File: config.mk
export PLATFORM = sky130hd
export DESIGN_NAME = point_to_polyline_nearest_top
export DESIGN_NICKNAME = d
export VERILOG_FILES = /design/src/rtl/ppn_pkg.sv /design/src/rtl/point_to_polyline_nearest_top.sv /design/src/rtl/ppn_mul.sv /design/src/rtl/ppn_div.sv /design/src/rtl/ppn_sqrt.sv
export VERILOG_INCLUDE_DIRS = /design/src /design/src/rtl
export SDC_FILE = /design/constraint.sdc
export NUM_CORES = 2
export LEC_CHECK = 0
export ABC_CLOCK_PERIOD_IN_PS = 12600
export BUFFER_PORTS_ARGS = -buffer_cell sky130_fd_sc_hd__buf_2
export CAP_MARGIN = 30
export CORE_MARGIN = 5
export CORE_UTILIZATION = 45
export CTS_CLUSTER_SIZE = 30
export DETAILED_ROUTE_END_ITERATION = 6
export GPL_ROUTABILITY_DRIVEN = 0
export SKIP_LAST_GASP = 1
export SLEW_MARGIN = 25
export SYNTH_ARGS = -nofsm -noshare
export SYNTH_HDL_FRONTEND = slang
export SYNTH_SLANG_ARGS = --single-unit
File: constraint.sdc
create_clock -name clk_i -period 12.6 [get_ports clk_i]
set_input_delay 2.52 -clock clk_i [delete_from_list [all_inputs] [get_ports clk_i]]
set_output_delay 2.52 -clock clk_i [all_outputs]
set_load 0.005 [all_outputs]
File: src/rtl/point_to_polyline_nearest_top_macros.svh
// Assertion macros for the polyline nearest-point block.
// Used by point_to_polyline_nearest_top; relies on clk_i and rst_ni in scope.
`ifndef POINT_TO_POLYLINE_NEAREST_TOP_MACROS_SVH
`define POINT_TO_POLYLINE_NEAREST_TOP_MACROS_SVH

// same-cycle implication
`define PPN_ASSERT_NOW(lbl, ante, cons) \
  lbl: assert property (@(posedge clk_i) disable iff (!rst_ni) (ante) |-> (cons)) \
    else $error("ppn assertion failed");

// next-cycle implication
`define PPN_ASSERT_NEXT(lbl, ante, cons) \
  lbl: assert property (@(posedge clk_i) disable iff (!rst_ni) (ante) |=> (cons)) \
    else $error("ppn assertion failed");

`endif

File: src/rtl/ppn_pkg.sv
// Shared constants for the polyline nearest-point block.
// No dependencies.
package ppn_pkg;

  localparam int COORD_WIDTH   = 32;
  localparam int TOL_WIDTH     = 16;
  localparam int CFG_IDX_WIDTH = 3;

  localparam logic [CFG_IDX_WIDTH-1:0] CFG_QUERY_X   = 3'd0;
  localparam logic [CFG_IDX_WIDTH-1:0] CFG_QUERY_Y   = 3'd1;
  localparam logic [CFG_IDX_WIDTH-1:0] CFG_RADIUS    = 3'd2;
  localparam logic [CFG_IDX_WIDTH-1:0] CFG_TOLERANCE = 3'd3;

endpackage

File: src/rtl/point_to_polyline_nearest_top.sv
// Top level: nearest point of a streamed polyline to a configured query point.
// Depends on ppn_pkg, ppn_mul, ppn_div, ppn_sqrt and the assertion macro header.
//
//  channel | direction | handshake                 | word
//  --------+-----------+---------------------------+--------------------------------
//  in      | sink      | in_valid_i / in_stall_o   | vertex x, y, last flag
//  out     | source    | out_valid_o / out_stall_i | distance, nearest x, y, flags
//  cfg     | sink      | cfg_valid_i / cfg_ready_o | register index, data
//
// Sequence: the first vertex of a polyline only passes through the finish state. A later
//   vertex runs 6 multiplies and a square root, with 2 more multiplies and 2 divisions
//   when it projects inside the segment.
// Reset: asynchronous, active low; no clearing pass, state is plain registers.
// Stalls: a finished result sits in the output register; the next vertex is taken
//   meanwhile and only a later last vertex waits for the register to drain.
`include "point_to_polyline_nearest_top_macros.svh"

module point_to_polyline_nearest_top #(
  parameter int COORD_WIDTH = ppn_pkg::COORD_WIDTH
) (
  input  logic                               clk_i,
  input  logic                               rst_ni,
  // vertex words
  input  logic                               in_valid_i,
  output logic                               in_stall_o,
  input  logic signed [COORD_WIDTH-1:0]      in_vertex_x_i,
  input  logic signed [COORD_WIDTH-1:0]      in_vertex_y_i,
  input  logic                               in_last_vertex_i,
  // result words
  output logic                               out_valid_o,
  input  logic                               out_stall_i,
  output logic [COORD_WIDTH:0]               out_min_distance_o,
  output logic signed [COORD_WIDTH-1:0]      out_nearest_x_o,
  output logic signed [COORD_WIDTH-1:0]      out_nearest_y_o,
  output logic                               out_within_radius_o,
  output logic                               out_no_segment_o,
  // register writes
  input  logic                               cfg_valid_i,
  output logic                               cfg_ready_o,
  input  logic [ppn_pkg::CFG_IDX_WIDTH-1:0]  cfg_index_i,
  input  logic [COORD_WIDTH-1:0]             cfg_data_i
);
  localparam int W  = COORD_WIDTH;
  localparam int DW = W + 1;        // coordinate differences, distance
  localparam int PW = 2 * DW + 1;   // dot product, squared length
  localparam int NW = PW + DW;      // projection numerator
  localparam int RW = (PW + 1) / 2; // square root result
  localparam int TW = ppn_pkg::TOL_WIDTH;

  localparam logic [2:0] S_IDLE = 3'd0;
  localparam logic [2:0] S_MUL  = 3'd1;
  localparam logic [2:0] S_DIV  = 3'd2;
  localparam logic [2:0] S_SQRT = 3'd3;
  localparam logic [2:0] S_FIN  = 3'd4;

  localparam logic [2:0] OP_WXDX = 3'd0;
  localparam logic [2:0] OP_WYDY = 3'd1;
  localparam logic [2:0] OP_DXDX = 3'd2;
  localparam logic [2:0] OP_DYDY = 3'd3;
  localparam logic [2:0] OP_NX   = 3'd4;
  localparam logic [2:0] OP_NY   = 3'd5;
  localparam logic [2:0] OP_EXEX = 3'd6;
  localparam logic [2:0] OP_EYEY = 3'd7;

  // configuration
  logic [W-1:0]  qx_q, qy_q, radius_q;
  logic [TW-1:0] tol_q;

  // per-polyline state: A is the previous vertex, B the current one
  logic [W-1:0]  ax_q, ay_q, bx_q, by_q;
  logic          last_q, have_q, found_q;
  logic [DW-1:0] best_d_q;
  logic [W-1:0]  best_x_q, best_y_q;

  // sequencer and datapath registers
  logic [2:0]    state_q, state_d;
  logic [2:0]    op_q;
  logic          axis_q;
  logic          mul_go_q, div_go_q, sq_go_q;
  logic [PW-1:0] acc_q, dot_q, len2_q;
  logic [NW-1:0] num_q;
  logic [W-1:0]  nx_q, ny_q;

  // result register
  logic          out_valid_q;
  logic [DW-1:0] out_d_q;
  logic [W-1:0]  out_x_q, out_y_q;
  logic          out_wr_q, out_ns_q;

  logic [DW-1:0] dx, dy, wx, wy, ex, ey;
  logic [PW-1:0] mul_a;
  logic [DW-1:0] mul_b;
  logic          mul_done, div_done, sq_done;
  logic [NW-1:0] mul_p, div_q, num_mag, q_rnd, off;
  logic [PW-1:0] div_r, sum_p;
  logic [PW:0]   r_twice;
  logic [W-1:0]  n_new;
  logic [RW-1:0] root;
  logic          in_acc, out_free, dot_le0, dot_ge;
  logic [DW-1:0] rad_ext, rdiff;
  logic          in_radius;

  assign dx = {bx_q[W-1], bx_q} - {ax_q[W-1], ax_q};
  assign dy = {by_q[W-1], by_q} - {ay_q[W-1], ay_q};
  assign wx = {qx_q[W-1], qx_q} - {ax_q[W-1], ax_q};
  assign wy = {qy_q[W-1], qy_q} - {ay_q[W-1], ay_q};
  assign ex = {qx_q[W-1], qx_q} - {nx_q[W-1], nx_q};
  assign ey = {qy_q[W-1], qy_q} - {ny_q[W-1], ny_q};

  // operand select for the shared multiplier
  always_comb begin
    mul_a = {{(PW-DW){wx[DW-1]}}, wx};
    mul_b = dx;
    case (op_q)
      OP_WXDX: begin mul_a = {{(PW-DW){wx[DW-1]}}, wx}; mul_b = dx; end
      OP_WYDY: begin mul_a = {{(PW-DW){wy[DW-1]}}, wy}; mul_b = dy; end
      OP_DXDX: begin mul_a = {{(PW-DW){dx[DW-1]}}, dx}; mul_b = dx; end
      OP_DYDY: begin mul_a = {{(PW-DW){dy[DW-1]}}, dy}; mul_b = dy; end
      OP_NX:   begin mul_a = dot_q; mul_b = dx; end
      OP_NY:   begin mul_a = dot_q; mul_b = dy; end
      OP_EXEX: begin mul_a = {{(PW-DW){ex[DW-1]}}, ex}; mul_b = ex; end
      default: begin mul_a = {{(PW-DW){ey[DW-1]}}, ey}; mul_b = ey; end
    endcase
  end

  ppn_mul #(.AW(PW), .BW(DW)) u_mul (
    .clk_i   (clk_i),
    .rst_ni  (rst_ni),
    .start_i (mul_go_q),
    .a_i     (mul_a),
    .b_i     (mul_b),
    .done_o  (mul_done),
    .p_o     (mul_p)
  );

  assign num_mag = num_q[NW-1] ? (~num_q + NW'(1)) : num_q;

  ppn_div #(.NW(NW), .DW(PW)) u_div (
    .clk_i   (clk_i),
    .rst_ni  (rst_ni),
    .start_i (div_go_q),
    .num_i   (num_mag),
    .den_i   (len2_q),
    .done_o  (div_done),
    .quo_o   (div_q),
    .rem_o   (div_r)
  );

  ppn_sqrt #(.SW(PW)) u_sqrt (
    .clk_i   (clk_i),
    .rst_ni  (rst_ni),
    .start_i (sq_go_q),
    .s_i     (acc_q),
    .done_o  (sq_done),
    .root_o  (root)
  );

  // sum of the held product and the one just finished
  assign sum_p = acc_q + mul_p[PW-1:0];

  // projection outcome, checked once the squared length is known
  assign dot_le0 = dot_q[PW-1] || (dot_q == '0);
  assign dot_ge  = !dot_q[PW-1] && (dot_q >= sum_p);

  // round half away from zero, then add to the start vertex
  assign r_twice = {div_r, 1'b0};
  assign q_rnd   = (r_twice >= {1'b0, len2_q}) ? (div_q + NW'(1)) : div_q;
  assign off     = num_q[NW-1] ? (~q_rnd + NW'(1)) : q_rnd;
  assign n_new   = (axis_q ? ay_q : ax_q) + off[W-1:0];

  // radius test on the kept distance
  assign rad_ext   = {1'b0, radius_q};
  assign rdiff     = (best_d_q >= rad_ext) ? (best_d_q - rad_ext) : (rad_ext - best_d_q);
  assign in_radius = (best_d_q < rad_ext) || (rdiff < DW'(tol_q));

  assign in_acc   = in_valid_i && !in_stall_o;
  assign out_free = !out_valid_q || !out_stall_i;

  always_comb begin
    state_d = state_q;
    unique case (state_q)
      S_IDLE:  if (in_acc) state_d = have_q ? S_MUL : S_FIN;
      S_MUL:   begin
        if (mul_done) begin
          if (op_q == OP_NX || op_q == OP_NY) state_d = S_DIV;
          else if (op_q == OP_EYEY) state_d = S_SQRT;
        end
      end
      S_DIV:   if (div_done) state_d = S_MUL;
      S_SQRT:  if (sq_done) state_d = S_FIN;
      S_FIN:   if (!last_q || out_free) state_d = S_IDLE;
      default: state_d = S_IDLE;
    endcase
  end

  always_ff @(posedge clk_i or negedge rst_ni) begin
    if (!rst_ni) begin
      state_q     <= S_IDLE;
      qx_q        <= '0;
      qy_q        <= '0;
      radius_q    <= '0;
      tol_q       <= TW'(1);
      ax_q        <= '0;
      ay_q        <= '0;
      bx_q        <= '0;
      by_q        <= '0;
      last_q      <= 1'b0;
      have_q      <= 1'b0;
      found_q     <= 1'b0;
      best_d_q    <= '1;
      best_x_q    <= '0;
      best_y_q    <= '0;
      op_q        <= OP_WXDX;
      axis_q      <= 1'b0;
      mul_go_q    <= 1'b0;
      div_go_q    <= 1'b0;
      sq_go_q     <= 1'b0;
      acc_q       <= '0;
      dot_q       <= '0;
      len2_q      <= '0;
      num_q       <= '0;
      nx_q        <= '0;
      ny_q        <= '0;
      out_valid_q <= 1'b0;
      out_d_q     <= '0;
      out_x_q     <= '0;
      out_y_q     <= '0;
      out_wr_q    <= 1'b0;
      out_ns_q    <= 1'b0;
    end else begin
      state_q  <= state_d;
      mul_go_q <= 1'b0;
      div_go_q <= 1'b0;
      sq_go_q  <= 1'b0;

      if (out_valid_q && !out_stall_i) out_valid_q <= 1'b0;

      if (cfg_valid_i) begin
        case (cfg_index_i)
          ppn_pkg::CFG_QUERY_X:   qx_q     <= cfg_data_i;
          ppn_pkg::CFG_QUERY_Y:   qy_q     <= cfg_data_i;
          ppn_pkg::CFG_RADIUS:    radius_q <= cfg_data_i;
          ppn_pkg::CFG_TOLERANCE: tol_q    <= cfg_data_i[TW-1:0];
          default: ;
        endcase
      end

      unique case (state_q)
        S_IDLE: begin
          if (in_acc) begin
            bx_q   <= in_vertex_x_i;
            by_q   <= in_vertex_y_i;
            last_q <= in_last_vertex_i;
            op_q   <= OP_WXDX;
            if (have_q) mul_go_q <= 1'b1;
          end
        end
        S_MUL: begin
          if (mul_done) begin
            case (op_q)
              OP_WXDX: begin acc_q <= mul_p[PW-1:0]; op_q <= OP_WYDY; mul_go_q <= 1'b1; end
              OP_WYDY: begin dot_q <= sum_p; op_q <= OP_DXDX; mul_go_q <= 1'b1; end
              OP_DXDX: begin acc_q <= mul_p[PW-1:0]; op_q <= OP_DYDY; mul_go_q <= 1'b1; end
              OP_DYDY: begin
                len2_q   <= sum_p;
                mul_go_q <= 1'b1;
                if (dot_le0) begin
                  nx_q <= ax_q;
                  ny_q <= ay_q;
                  op_q <= OP_EXEX;
                end else if (dot_ge) begin
                  nx_q <= bx_q;
                  ny_q <= by_q;
                  op_q <= OP_EXEX;
                end else begin
                  op_q <= OP_NX;
                end
              end
              OP_NX:   begin num_q <= mul_p; axis_q <= 1'b0; div_go_q <= 1'b1; end
              OP_NY:   begin num_q <= mul_p; axis_q <= 1'b1; div_go_q <= 1'b1; end
              OP_EXEX: begin acc_q <= mul_p[PW-1:0]; op_q <= OP_EYEY; mul_go_q <= 1'b1; end
              default: begin acc_q <= sum_p; sq_go_q <= 1'b1; end
            endcase
          end
        end
        S_DIV: begin
          if (div_done) begin
            mul_go_q <= 1'b1;
            if (axis_q) begin
              ny_q <= n_new;
              op_q <= OP_EXEX;
            end else begin
              nx_q <= n_new;
              op_q <= OP_NY;
            end
          end
        end
        S_SQRT: begin
          // strict compare: ties keep the earlier segment
          if (sq_done && (!found_q || root[DW-1:0] < best_d_q)) begin
            best_d_q <= root[DW-1:0];
            best_x_q <= nx_q;
            best_y_q <= ny_q;
            found_q  <= 1'b1;
          end
        end
        S_FIN: begin
          if (!last_q) begin
            ax_q   <= bx_q;
            ay_q   <= by_q;
            have_q <= 1'b1;
          end else if (out_free) begin
            out_valid_q <= 1'b1;
            out_ns_q    <= !found_q;
            out_d_q     <= found_q ? best_d_q : '0;
            out_x_q     <= found_q ? best_x_q : '0;
            out_y_q     <= found_q ? best_y_q : '0;
            out_wr_q    <= found_q && in_radius;
            ax_q        <= '0;
            ay_q        <= '0;
            have_q      <= 1'b0;
            found_q     <= 1'b0;
            best_d_q    <= '1;
            best_x_q    <= '0;
            best_y_q    <= '0;
          end
        end
        default: ;
      endcase
    end
  end

  assign in_stall_o          = (state_q != S_IDLE);
  assign cfg_ready_o         = 1'b1;
  assign out_valid_o         = out_valid_q;
  assign out_min_distance_o  = out_d_q;
  assign out_nearest_x_o     = out_x_q;
  assign out_nearest_y_o     = out_y_q;
  assign out_within_radius_o = out_wr_q;
  assign out_no_segment_o    = out_ns_q;

  // a kept segment needs a vertex before it
  `PPN_ASSERT_NOW(a_found_has_prev, found_q, have_q)
  // an empty polyline reports zeros only
  `PPN_ASSERT_NOW(a_empty_zero, out_valid_o && out_no_segment_o,
                  out_min_distance_o == '0 && !out_within_radius_o)
  // a taken vertex always moves the sequencer out of idle, which stalls the input
  `PPN_ASSERT_NEXT(a_busy_after_take, in_valid_i && !in_stall_o, in_stall_o)
  // at most one unit is started at a time by the sequencer
  `PPN_ASSERT_NOW(a_one_start, mul_go_q || div_go_q || sq_go_q,
                  $onehot({mul_go_q, div_go_q, sq_go_q}))

endmodule

File: src/rtl/ppn_mul.sv
// Bit-serial signed multiplier: one multiplier bit per cycle.
// Depends on nothing; parameters come from the top level.
module ppn_mul #(
  parameter int AW = 67,
  parameter int BW = 33
) (
  input  logic                 clk_i,
  input  logic                 rst_ni,
  input  logic                 start_i,
  input  logic [AW-1:0]        a_i,
  input  logic [BW-1:0]        b_i,
  output logic                 done_o,
  output logic [AW+BW-1:0]     p_o
);
  localparam int CW = (BW > 1) ? $clog2(BW) : 1;

  logic [AW+BW-1:0] acc_q, ash_q;
  logic [BW-1:0]    bm_q;
  logic [CW-1:0]    cnt_q;
  logic             busy_q, neg_q, done_q;
  logic [BW-1:0]    b_mag;

  assign b_mag = b_i[BW-1] ? (~b_i + BW'(1)) : b_i;

  always_ff @(posedge clk_i or negedge rst_ni) begin
    if (!rst_ni) begin
      busy_q <= 1'b0;
      done_q <= 1'b0;
      acc_q  <= '0;
      ash_q  <= '0;
      bm_q   <= '0;
      cnt_q  <= '0;
      neg_q  <= 1'b0;
    end else begin
      done_q <= 1'b0;
      if (start_i) begin
        busy_q <= 1'b1;
        acc_q  <= '0;
        ash_q  <= {{BW{a_i[AW-1]}}, a_i};
        bm_q   <= b_mag;
        neg_q  <= b_i[BW-1];
        cnt_q  <= CW'(BW - 1);
      end else if (busy_q) begin
        if (bm_q[0]) acc_q <= acc_q + ash_q;
        ash_q <= {ash_q[AW+BW-2:0], 1'b0};
        bm_q  <= {1'b0, bm_q[BW-1:1]};
        if (cnt_q == '0) begin
          busy_q <= 1'b0;
          done_q <= 1'b1;
        end else begin
          cnt_q <= cnt_q - CW'(1);
        end
      end
    end
  end

  assign done_o = done_q;
  assign p_o    = neg_q ? (~acc_q + (AW+BW)'(1)) : acc_q;

endmodule

File: src/rtl/ppn_div.sv
// Restoring divider, one quotient bit per cycle, unsigned.
// Depends on nothing; parameters come from the top level.
module ppn_div #(
  parameter int NW = 100,
  parameter int DW = 67
) (
  input  logic          clk_i,
  input  logic          rst_ni,
  input  logic          start_i,
  input  logic [NW-1:0] num_i,
  input  logic [DW-1:0] den_i,
  output logic          done_o,
  output logic [NW-1:0] quo_o,
  output logic [DW-1:0] rem_o
);
  localparam int CW = $clog2(NW);

  logic [NW-1:0] n_q, q_q;
  logic [DW-1:0] r_q, d_q;
  logic [CW-1:0] cnt_q;
  logic          busy_q, done_q;
  logic [DW:0]   trial, diff;
  logic          ge;

  assign trial = {r_q, n_q[NW-1]};
  assign ge    = trial >= {1'b0, d_q};
  assign diff  = trial - {1'b0, d_q};

  always_ff @(posedge clk_i or negedge rst_ni) begin
    if (!rst_ni) begin
      busy_q <= 1'b0;
      done_q <= 1'b0;
      n_q    <= '0;
      q_q    <= '0;
      r_q    <= '0;
      d_q    <= '0;
      cnt_q  <= '0;
    end else begin
      done_q <= 1'b0;
      if (start_i) begin
        busy_q <= 1'b1;
        n_q    <= num_i;
        d_q    <= den_i;
        r_q    <= '0;
        q_q    <= '0;
        cnt_q  <= CW'(NW - 1);
      end else if (busy_q) begin
        r_q <= ge ? diff[DW-1:0] : trial[DW-1:0];
        q_q <= {q_q[NW-2:0], ge};
        n_q <= {n_q[NW-2:0], 1'b0};
        if (cnt_q == '0) begin
          busy_q <= 1'b0;
          done_q <= 1'b1;
        end else begin
          cnt_q <= cnt_q - CW'(1);
        end
      end
    end
  end

  assign done_o = done_q;
  assign quo_o  = q_q;
  assign rem_o  = r_q;

endmodule

File: src/rtl/ppn_sqrt.sv
// Digit-by-digit integer square root, one root bit per cycle.
// Depends on nothing; parameters come from the top level.
module ppn_sqrt #(
  parameter int SW = 67
) (
  input  logic               clk_i,
  input  logic               rst_ni,
  input  logic               start_i,
  input  logic [SW-1:0]      s_i,
  output logic               done_o,
  output logic [(SW+1)/2-1:0] root_o
);
  localparam int RW = (SW + 1) / 2;
  localparam int PW = 2 * RW;
  localparam int CW = (RW > 1) ? $clog2(RW) : 1;

  logic [PW-1:0]   s_q;
  logic [RW+1:0]   rem_q;
  logic [RW-1:0]   root_q;
  logic [CW-1:0]   cnt_q;
  logic            busy_q, done_q;
  logic [RW+3:0]   t, trial, diff;
  logic            ge;

  assign t     = {rem_q, s_q[PW-1:PW-2]};
  assign trial = {2'b00, root_q, 2'b01};
  assign ge    = t >= trial;
  assign diff  = t - trial;

  always_ff @(posedge clk_i or negedge rst_ni) begin
    if (!rst_ni) begin
      busy_q <= 1'b0;
      done_q <= 1'b0;
      s_q    <= '0;
      rem_q  <= '0;
      root_q <= '0;
      cnt_q  <= '0;
    end else begin
      done_q <= 1'b0;
      if (start_i) begin
        busy_q <= 1'b1;
        s_q    <= PW'(s_i);
        rem_q  <= '0;
        root_q <= '0;
        cnt_q  <= CW'(RW - 1);
      end else if (busy_q) begin
        rem_q  <= ge ? diff[RW+1:0] : t[RW+1:0];
        root_q <= {root_q[RW-2:0], ge};
        s_q    <= {s_q[PW-3:0], 2'b00};
        if (cnt_q == '0) begin
          busy_q <= 1'b0;
          done_q <= 1'b1;
        end else begin
          cnt_q <= cnt_q - CW'(1);
        end
      end
    end
  end

  assign done_o = done_q;
  assign root_o = root_q;

endmodule
# Word-level counts from Yosys, hierarchy flattened
# Cells that the tools add are included.
op_classes:
  bitwise: 5
  mux: 126
  reduce_logical: 61
  eq_ne: 32
  order_cmp: 8
  n_addsub: 21
op_table:
  columns: ["operator", "n"]
  rows:
  - ["2-to-1 mux 100 bit", 9]
  - ["2-to-1 mux 32 bit", 25]
  - ["case mux 67 bit (6 select lines)", 1]
  - ["2-to-1 mux 33 bit", 8]
  - ["case mux 32 bit (2 select lines)", 4]
  - ["2-to-1 mux 67 bit", 3]
  - ["adder 100 x 1 -> 100 bit, second input constant", 2]
  - ["inverter 100 bit", 2]
  - ["subtractor 32 x 32 -> 33 bit", 6]
  - ["greater-or-equal comparator 68 x 67 -> 1 bit", 2]
  - ["2-to-1 mux 68 bit", 2]
  - ["case mux 67 bit (2 select lines)", 1]
  - ["2-to-1 mux 36 bit", 3]
  - ["adder 100 bit", 1]
  - ["case mux 33 bit (3 select lines)", 1]
  - ["2-to-1 mux 34 bit", 2]
  - ["adder 67 bit", 1]
  - ["greater-or-equal comparator 67 bit", 1]
  - ["zero test 67 bit", 1]
  - ["subtractor 67 bit", 1]
  - ["case mux 33 bit (2 select lines)", 1]
  - ["adder 32 x 1 -> 32 bit, second input constant", 2]
  - ["greater-or-equal comparator 38 x 36 -> 1 bit", 1]
  - ["2-to-1 mux 1 bit", 37]
  - ["47 further kinds", 136]
word_totals:
  regBits: 1478
  word_cells: 305
  input_bits: 105

# Logic depth before layout (Yosys ltp)
depth:
  depth_word: 11
  mapped_depth: 41
  ltp_nobuf: 39

# By module
# Synthesis repeated with hierarchy kept, for this count alone.
unflattened:
  hier_cells: 12592
  area_unflattened_um2: 108386.5
modules_own_cells:
  columns: ["mod", "area_each_um2", "n_inst", "cells_each"]
  rows:
  - ["point_to_polyline_nearest_top", 60680.7, 1, 7085]
  - ["ppn_mul", 19613.8, 1, 2427]
  - ["ppn_div", 19229.7, 1, 2100]
  - ["ppn_sqrt", 8862.2, 1, 980]

# Worst setup path before layout
# Ideal clock, no wire load.
synth_path:
  path_type: "reg2reg"
  start: "register u_mul.acc_q[6]"
  end: "register ny_q[10]"
  path_slack_ns: 4.659
  required_time_ns: 12.482
  stages_incl_launch_ff: 33
  path_buffers: 1
  arrival_time_ns: 7.823
  path_cell_list: "dfrtp_1 -> or3_1 -> or4_4 -> or3_4 -> or3_4 -> o41ai_1 -> xnor2_1 -> ha_1 -> a21o_1 -> a21o_1 -> a21oi_1 -> o21ai_0 -> or3_1 -> o31a_1 -> a311oi_1 -> o21ai_1 -> a21oi_2 -> nand2_1 -> a221o_1 -> a211oi_1 -> xnor2_1 -> ha_1 -> nand4_1 -> nor4_1 -> and3_1 -> a31oi_1 -> nand4_1 -> nor3_1 -> o21ai_0 -> o21ai_1 -> clkbuf_1 -> a211oi_1 -> a21o_1"
synth_via:
  elab_chain_cells: 8
synth_rtl:
  columns: ["element", "line", "source"]
  rows:
  - ["from (decl)", "ppn_mul.sv:17", "logic [AW+BW-1:0] acc_q, ash_q;"]
  - ["from (signal assigned)", "ppn_mul.sv:44", "if (bm_q[0]) acc_q <= acc_q + ash_q;"]
  - ["inverter 100 bit", "ppn_mul.sv:58", "assign p_o = neg_q ? (~acc_q + (AW+BW)'(1)) : acc_q;"]
  - ["adder 100 x 1 -> 100 bit", "ppn_mul.sv:58", null]
  - ["2-to-1 mux 100 bit", "ppn_mul.sv:58", null]
  - ["net mul_p[41]", "point_to_polyline_nearest_top.sv:94", "logic [NW-1:0] mul_p, div_q, num_mag, q_rnd, off;"]
  - ["adder 67 bit", "point_to_polyline_nearest_top.sv:159", "assign sum_p = acc_q + mul_p[PW-1:0];"]
  - ["greater-or-equal comparator 67 bit", "point_to_polyline_nearest_top.sv:163", "assign dot_ge = !dot_q[PW-1] && (dot_q >= sum_p);"]
  - ["logical AND 1 bit", "point_to_polyline_nearest_top.sv:163", null]
  - ["inequality test 3 bit (no line)", null, null]
  - ["AND reduction 6 bit (no line)", null, null]
  - ["to (signal assigned)", "point_to_polyline_nearest_top.sv:269", "ny_q <= ay_q;"]
  - ["to (signal assigned)", "point_to_polyline_nearest_top.sv:273", "ny_q <= by_q;"]
  - ["to (signal assigned)", "point_to_polyline_nearest_top.sv:290", "ny_q <= n_new;"]
  - ["to (decl)", "point_to_polyline_nearest_top.sv:82", "logic [W-1:0] nx_q, ny_q;"]
# The timed path passes the listed nets, and every way through them passes these cells.
# A chain may end at the register's enable or synchronous reset.

# Worst setup path after layout
layout_path:
  start: "register u_mul.acc_q[2]"
  end: "register ny_q[10]"
# Same word-level chain as after synthesis.

==> out/metrics.cfg <==
[place]
placed_cells = 14774
numPortBuffers = 205
hpwl_mm = 266.8

[critical_path]
cp-start-kind = flop
critical-path-slowest-cell = nor4_1
worstPathArrival_ps = 11910
crit_path_max_fanout = 41
end_kind = flop
crit_type = reg -> reg
required_ps = 13400
slowest_delay_ps = 710

[pwr]
pwr_density_cell_mw_per_mm2 = 320.6
ir_drop_v = 0.0007339
power_mw = 36.35
p_leak_nw = 52.48

[timing]
drv_slew = 0
min_period_over_period_pct = 88.17
fin_setup_tns_ps = 0
holdWs_ps = 478.4
rsz0062_at_grt = false
layout_min_cycle_time_ps = 11110
max_slew_margin_pct = 7.665
setup_viol = 0
fmax_mhz = 90.02
hold_violations = 0
worst_pin_slew_ps = 1385
skew_ps = 37.59

[final_layout]
syn2layout_area_growth_pct = 9.790
drive_gt1_share_pct = 8.408
fillers = 21586
fin_cells = 15107
nets = 12814
regArea_sq_mm = 0.03706
utilization_pct = 49.75
multi_input_area_sq_mm = 0.06178

[die]
dieArea_sq_mm = 0.2392
die_width_um = 489.1
die_h_um = 489.1
ios = 207
coreArea_sq_mm = 0.2279
initial_utilization_pct = 45.31
rows = 175

[synthesis]
synth-edff-count = 0
syn_inst = 12054
ys_top_cells_by_area = dfrtp_1 35%, ha_1 9.0%, nand2_1 5.9%
synth_cell_type_count = 104
synth-seq-cells = 1478
post-synth-top-area-cell = dfrtp_1
synth_warnings = 0
synth_ff_type = dfrtp_1
syn_avg_cell_area_sq_um = 8.568
synthesis.area_sq_mm = 0.1033
ys_seq_area_share_pct = 35.85
syn_nets = 12918
async_flop_share_pct = 100.0
synth_top_area_share_pct = 34.99

[clocking]
h-tree-depth = 4
clock-sinks = 1478
cts_hold_buf = 0
cts_tree = built
cts.repair.resized = 0
clk_path_buf_depth = 3
cts_root_buf = clkbuf_16
cts_made_buffers = 177
path_clk_slew_ps = 60
cts_setup_buffers = 0
clk_latency_ps = 860

[route]
wl_per_cell_um = 23.12
wirelength_mm = 349.3
remaining_drc_errors = 0
antenna_left = 0
dr.pass1.iters = 7
via_per_inst = 6.056
first_iter_violations = 8780
num_vias = 91494

[global_route]
grt.met3_usage_pct = 5.073
grt_antenna_before_repair = 28
use_met1_pct = 39.02
grt_pass1_wl_mm = 534.4
grt-busiest-layer = met2
use_met2_pct = 43.87
grt_usage_pct = 28.55
grt_pass1_vias = 88275
grt_max_degree = 235
overflow = 0

[worst_hold_path]
worstHoldPathType = reg -> reg

[outcome]
status = finished clean

[job]
cap_violations = 0

## kinds of logic (layout without fill, tap and decap cells)
family,after synthesis,count (layout),share of synthesized area [%]
compound gates,3627,3627,21.87
buf+inv,1242,1283,4.562
simple gates,3542,3542,15.40
other cells,1,4,0.003631
fa+ha+maj,759,759,9.282
flops,1478,1478,35.85
mux,690,690,6.965
xor+xnor,715,715,6.063
## layout make-up
cell class	count	share of cell area (%)
Multi-Input combinational cell	9334	54.49
Sequential cell	1478	32.68
Clock buffer	254	4.488
Tap cell	3009	3.320
Timing Repair Buffer	346	2.084
Inverter	613	2.031
Clock inverter	70	0.9015
Antenna cell	3	0.006620
## stage by stage
step	setup WS (ps)	area (sq um)
after floorplan	4659	103300
after global placement	1688	107100
after detailed placement	1628	107200
after CTS	1573	113300
after global routing	845.4	113400
final	1491	113400
## path summary, 6_finish.rpt
| check | startpoint | to | slack [ps] | depth (start not counted) |
|---|---|---|---|---|
| max | u_mul.acc_q[2] | ny_q[10] | 1490 | 35 |
| min | nx_q[11] | nx_q[11] | 480 | 1 |
| max reg2reg | u_mul.acc_q[2] | ny_q[10] | 1490 | 35 |
| min reg2reg | nx_q[11] | nx_q[11] | 480 | 1 |
| max in group asynchronous | rst_ni | u_div.quo_o[11] | 8660 | 4 |
| min in group asynchronous | rst_ni | radius_q[10] | 1590 | 1 |
## cells in the mapped netlist, types with 33 or more instances
cell type and instances:
ha_1 747, mux2i_1 470, nand4_1 131, a21o_1 411, mux2_2 219, o41ai_1 40, xor2_1 256, nand3_1 161
a2111oi_0 33, nand2_1 1632, a22oi_1 52, nor4_1 55, or3_1 75, a211oi_1 210, o211ai_1 66, nor2b_1 94
nor3_1 181, o22ai_1 34, buf_1 72, dfrtp_1 1444, and2_1 43, dfstp_2 34, and3_1 74, o31ai_1 90
nand2b_1 109, inv_1 611, o21bai_1 78, clkbuf_1 534, or2_2 34, o21a_1 71, a22o_1 71, nor2_1 818
xnor2_1 459, o21ai_0 1182, a31oi_1 76, a221oi_1 33, a21oi_1 874
## cells in the final DEF, fill, tap and decap left out, types with 94 or more instances in the layout
master,n
ha_1,747
buf_2,204
inv_1,610
o21ai_0,1182
nand3_1,160
nand2b_1,109
clkbuf_16,177
a211oi_1,209
nor3_1,178
nor2_1,814
mux2i_1,470
nand2_1,1625
nor2b_1,94
xor2_1,256
nand4_1,131
buf_4,119
a21o_1,411
xnor2_1,459
dfrtp_1,1434
mux2_2,219
a21oi_1,874
## flip-flops by register name, indices dropped and copies added, names as in the netlist, 33 cells and up
register,flops
acc_q,67
best_d_q,33
dot_q,67
len2_q,67
num_q,100
out_min_distance_o,33
u_div.d_q,67
u_div.n_q,100
u_div.rem_o,67
u_mul.acc_q,100
u_mul.ash_q,100
u_mul.bm_q,33
u_sqrt.rem_q,36
u_sqrt.root_o,34
u_sqrt.s_q,68
## critical path: cells and delay by family, from the launching register on
kind	cells	cell delay, ps
buffers and inverters	2	580
AOI/OAI and AO/OA	18	5090
DFF	1	460
adders and majority gates	2	700
xor gates and xnor gates	2	480
and+or+nand+nor	11	3700
## where the power goes
group          switching (mW)  total [mW]  internal [mW]  leakage [nW]
sequential               1.73        7.80           6.07          19.6
clock                    2.23        5.40           3.18          2.97
combinational            14.7        23.2           8.45          29.9
total                    18.7        36.4           17.7          52.5
## layer usage
metal	share of wire, %	vias up
met3	7.5	800
met2	44	3387
li1	-	42732
met1	43	44557
met5	0.038	-
met4	5.6	18
Note: power is estimated with default switching activity, not from simulation.
